[src/rtl/lage_pkg.sv]
// ----------------------------------------------------------------------------
// lage_pkg
// Types and constants shared by the life engine controller and datapath.
// ----------------------------------------------------------------------------
`default_nettype none

package lage_pkg;

  // Board geometry
  localparam int BOARD_MAX = 64;
  localparam int ADDR_W    = $clog2(BOARD_MAX);
  localparam int SIZE_W    = 7;
  localparam int CNT_W     = 4;

  // B3/S23 rule counts
  localparam logic [CNT_W-1:0] LIFE_SURVIVE = 4'd2;
  localparam logic [CNT_W-1:0] LIFE_BIRTH   = 4'd3;

  // Operation codes
  typedef enum logic [1:0] {
    OP_WRITE = 2'd0,
    OP_STEP  = 2'd1,
    OP_READ  = 2'd2,
    OP_NONE  = 2'd3
  } op_t;

  // One input item
  typedef struct packed {
    op_t               operation;
    logic [ADDR_W-1:0] row;
    logic [ADDR_W-1:0] column;
    logic              cell_in;
  } item_t;

  // One result item
  typedef struct packed {
    logic cell_out;
    logic changed;
  } result_t;

  // Controller states
  typedef enum logic [2:0] {
    ST_IDLE,
    ST_FETCH,
    ST_MODIFY,
    ST_GEN,
    ST_RESULT
  } state_t;

  // Controller to datapath commands
  typedef struct packed {
    logic              cap_item;
    logic              rd_en;
    logic              rd_gen;
    logic [ADDR_W-1:0] gen_addr;
    logic              mod_en;
    logic              shift;
    logic              shift_row0;
    logic              cap_row0;
    logic              gen_wr;
    logic [ADDR_W-1:0] gen_row;
  } cmd_t;

  // Datapath to controller status
  typedef struct packed {
    op_t               op;
    logic [SIZE_W-1:0] n_use;
  } sts_t;

endpackage

`default_nettype wire

[src/rtl/lage_ctrl.sv]
// ----------------------------------------------------------------------------
// lage_ctrl
// Sequencer for single-cell access and for the row sweep of a generation.
// ----------------------------------------------------------------------------
`default_nettype none

module lage_ctrl (
  input  wire logic           clk,
  input  wire logic           rst,
  input  wire logic           start,
  input  wire lage_pkg::sts_t sts,
  output lage_pkg::cmd_t      cmd,
  output logic                busy,
  output logic                done
);

  import lage_pkg::*;

  state_t            state;
  state_t            state_next;
  logic [SIZE_W-1:0] cnt;
  logic [SIZE_W-1:0] cnt_next;
  logic [SIZE_W-1:0] n;

  assign n = sts.n_use;

  // State and sweep counter
  always_ff @(posedge clk) begin
    if (rst) begin
      state <= ST_IDLE;
      cnt   <= '0;
    end else begin
      state <= state_next;
      cnt   <= cnt_next;
    end
  end

  // Next state and commands
  always_comb begin
    state_next = state;
    cnt_next   = cnt;
    cmd        = '0;
    unique case (state)
      ST_IDLE: begin
        if (start) begin
          cmd.cap_item = 1'b1;
          state_next   = ST_FETCH;
        end
      end
      ST_FETCH: begin
        unique case (sts.op) inside
          OP_STEP: begin
            cnt_next   = '0;
            state_next = ST_GEN;
          end
          OP_WRITE, OP_READ: begin
            cmd.rd_en  = 1'b1;
            state_next = ST_MODIFY;
          end
          default: begin
            state_next = ST_RESULT;
          end
        endcase
      end
      ST_MODIFY: begin
        cmd.mod_en = 1'b1;
        state_next = ST_RESULT;
      end
      ST_GEN: begin
        // reads: row n-1, then rows 0..n-1
        cmd.rd_gen   = 1'b1;
        cmd.rd_en    = (cnt <= n);
        cmd.gen_addr = (cnt == '0) ? ADDR_W'(n - SIZE_W'(1)) : ADDR_W'(cnt - SIZE_W'(1));
        // window shifts in each row as its read data shows
        cmd.cap_row0   = (cnt == SIZE_W'(2));
        cmd.shift      = (cnt >= SIZE_W'(1)) && (cnt <= n + SIZE_W'(2));
        cmd.shift_row0 = (cnt == n + SIZE_W'(2));
        // row k is written at count k+4
        cmd.gen_wr  = (cnt >= SIZE_W'(4));
        cmd.gen_row = ADDR_W'(cnt - SIZE_W'(4));
        if (cnt == n + SIZE_W'(3)) begin
          state_next = ST_RESULT;
        end else begin
          cnt_next = cnt + SIZE_W'(1);
        end
      end
      ST_RESULT: begin
        state_next = ST_IDLE;
      end
      default: begin
        state_next = ST_IDLE;
      end
    endcase
  end

  assign busy = (state != ST_IDLE);
  assign done = (state == ST_RESULT);

endmodule

`default_nettype wire

[config.mk]
export PLATFORM = sky130hd
export DESIGN_NAME = lage_ctrl
export DESIGN_NICKNAME = d
export VERILOG_FILES = /design/src/rtl/lage_pkg.sv /design/src/rtl/lage_ctrl.sv
export SDC_FILE = /design/constraint.sdc
export NUM_CORES = 1
export LEC_CHECK = 0
export BUFFER_PORTS_ARGS = -buffer_cell sky130_fd_sc_hd__clkbuf_2
export CAP_MARGIN = 20
export CORE_MARGIN = 2
export CORE_UTILIZATION = 35
export CTS_CLUSTER_SIZE = 40
export DETAILED_ROUTE_END_ITERATION = 12
export REMOVE_ABC_BUFFERS = 1
export SLEW_MARGIN = 20
export SYNTH_ARGS = -nofsm -noshare
export SYNTH_HDL_FRONTEND = slang
export SYNTH_SLANG_ARGS = --single-unit
[constraint.sdc]
create_clock -name clk -period 3.1 [get_ports clk]
set_input_delay 0.31 -clock clk [delete_from_list [all_inputs] [get_ports clk]]
set_output_delay 0.31 -clock clk [all_outputs]
set_load 0.02 [all_outputs]
==> metrics <==
outcome=completed; fmax=343 MHz; Hold Startpoint=start; Worst Skew=0.00580 ns; critical path class=reg -> out; GP Congestion=0.854; I/O Pins=34; dpl ws=0.339 ns; CTS sink count=10; hpwl dp=3310 um; Clock Latency Late Sink=0.23 ns; Finish-stage setup viols=0; CP cell instances=inv_2, ha_1, nor4b_4, nand2_2, or4_4, a221oi_2, xor2_1, nor2_1, clkbuf_2; post-route ant nets=0; ys flop type=dfxtp_1; Final Non-Filler Cells=291; All-Layer GR Usage=16.8%; Power Density=228 nW/um^2; largest net degree at the start of global routing=17; Fin. Hold Viols=0; worst reg2reg setup slack=0.99 ns; layout cell share with drive strength beyond 1=20.1%; Avg WL per Cell=14.5 um; minimum clock period=2.92 ns; DRC viols=0; Critical Path End Type=primary output; Slew HR=45.8%; final setup margin=0.181 ns; die area=4960 sq um; Synth Register Bits=10; starting DRC count in detailed routing=114; antenna cell count=0; yosys warns=0; Area after DPL=1760 sq um; cell total after placement=287; Worst-path clk slew=0.05 ns; H-tree levels=1; commonest non-fill, non-tap cells in the layout=clkbuf_2 (33), ha_1 (25), nor2_1 (21); Synth async-reset ratio=0%; initial antenna violation count=0; RR Startpoint=cnt[5]$_SDFFE_PP0P_; WP data arrival=2.61 ns; Peak VDD IR=0.000226 V; Slew @ Worst Pin=0.812 ns; first-pass GRT wire length=6800 um; vias in the first global route=1445; number of flops mapped to enable cells by yosys=0; DIE WIDTH=70.4 um; Congestion Overflow GR=0; Fill cells=462; Final nets=278; port bufs=33; final period utilization=94.2%; RSZ-0062 raised after global routing=no; CTS tree=done; Leak=0.854 nW; hold crit path type=in -> reg; row cnt=24; syn avg cell area=7.46 sq um; clock root buffer=clkbuf_8; post-synth cell types=45; Slew Viols, Final=0; crit path launch type=flip-flop; Max Cap Viol=0; final wirelength=4220 um; Worst path slowest cell=or4_4; Max Buffers Root-to-Sink=2; setup TNS=0 ns; Pre-Repair DR Iteration Count=4; Inserted Clock Buffers=3; CP bufs+invs=2; Required @ worst endpoint=2.79 ns; CP peak stage delay=0.46 ns; via/cell ratio=5.63; Top delay family on crit path=simple AND/OR/NAND/NOR gates; Mapped Area=1550 sq um; via count=1638; height of the die=70.4 um; final instance area=1810 sq um; Crit Path Max Fanout=12; Syn Inst Count=207; register area share after synthesis=13.0%; Initial Utilization=36.0%; Std-Cell Core Area=4290 sq um; area grow syn2layout=17.0%; commonest non-fill, non-tap cell in the layout=clkbuf_2; CP startpoint=cnt[3]$_SDFFE_PP0P_
-- cells in the mapped netlist (2+ instances only) --
library cell  count  share of area (%)
nand4b_1          2                1.1
o21bai_1          2               0.97
xor2_1            6                3.4
a211oi_1          4                1.9
o21ai_0           5                1.6
o21a_1            3                1.5
inv_1            13                3.2
a21o_1            3                1.5
and3_1            2               0.81
a31oi_1           3                1.2
nand4_1           4                1.6
nand3_1           7                2.3
dfxtp_1          10                 13
a21oi_1          18                5.8
nor2b_1           4                1.6
o211ai_1          2               0.97
nor4_1            5                2.0
o31ai_1           2               0.97
xnor2_1           9                5.1
nand2_1          13                3.2
ha_1             25                 20
nand3b_1          2               0.97
or3_1             2               0.81
nor3b_1           4                1.9
o41ai_1           5                2.8
clkbuf_1          6                1.5
nor2_1           21                5.1
nor3_1            8                2.6
-- worst paths after layout --
check	end	cells past startpoint
max	cmd[16]	9
min	state[1]$_SDFFE_PP0P_	3
max reg2reg	state[2]$_SDFFE_PP0P_	7
min reg2reg	state[2]$_SDFFE_PP0P_	1
-- cell type report --
cell class	instances	area (sq um)	share of cell area, %
Clock buffer	3	41.3	2.28
Tap cell	52	65.1	3.60
Timing Repair Buffer	38	203	11.2
Multi-Input combinational cell	174	1250	68.9
Sequential cell	10	200	11.1
Inverter	14	52.6	2.91
-- state kept, by name (all words and copies together) (netlist names) --
register and flops:
state 3, cnt 7
-- cell families after synthesis --
family	after synthesis	share of synthesized area [%]
AOI/OAI and AO/OA	54	23.7
buffers and inverters	23	6.40
xor gates and xnor gates	15	8.50
and+or+nand+nor	80	28.2
DFF	10	13.0
adders and majority gates	25	20.2
-- worst reg2reg max path: cells and delay by family (launching register included) --
| family | cells | cell delay, ns |
|---|---|---|
| AND/OR/NAND/NOR | 4 | 0.84 |
| flip-flops | 1 | 0.39 |
| AO/OA/AOI/OAI | 1 | 0.39 |
| buffers and inverters | 1 | 0.20 |
| XOR/XNOR | 1 | 0.19 |
-- report_power, final --
part           internal (mW)  switching, mW  total (mW)  leakage [nW]
Sequential             0.133        0.00714       0.140        0.0809
Combinational         0.0538         0.0867       0.140         0.751
Clock                 0.0847         0.0464       0.131        0.0216
-- layer usage --
metal / GRT usage, % / up-vias / part of all wire [%]
met5: 0 / - / 0
met4: 5.13 / 0 / 2.3
met3: 1.73 / 10 / 3.6
met2: 27.8 / 37 / 47
met1: 22.7 / 762 / 47
li1: - / 829 / -
-- timing repair --
| action | 4_1_cts | 5_1_grt |
|---|---|---|
| buffers inserted | 0 | 1 |
| gates resized for setup | 0 | 1 |
| setup endpoints to repair | 0 | 1 |
| hold buffers | 0 | 0 |
-- metrics by stage --
step | utilization (%) | hold slack (ns) | power (mW)
6_report | 42.1 | 0.385 | 0.412
5_1_grt | 42.1 | 0.388 | 0.439
4_1_cts | 41.9 | 0.377 | 0.414
3_5_place_dp | 41.0 | 0.521 | 0.282
3_3_place_gp | 41.0 | 0.512 | 0.282
2_1_floorplan | - | 0.379 | 0.236
Power figures use the tool's default switching activity.
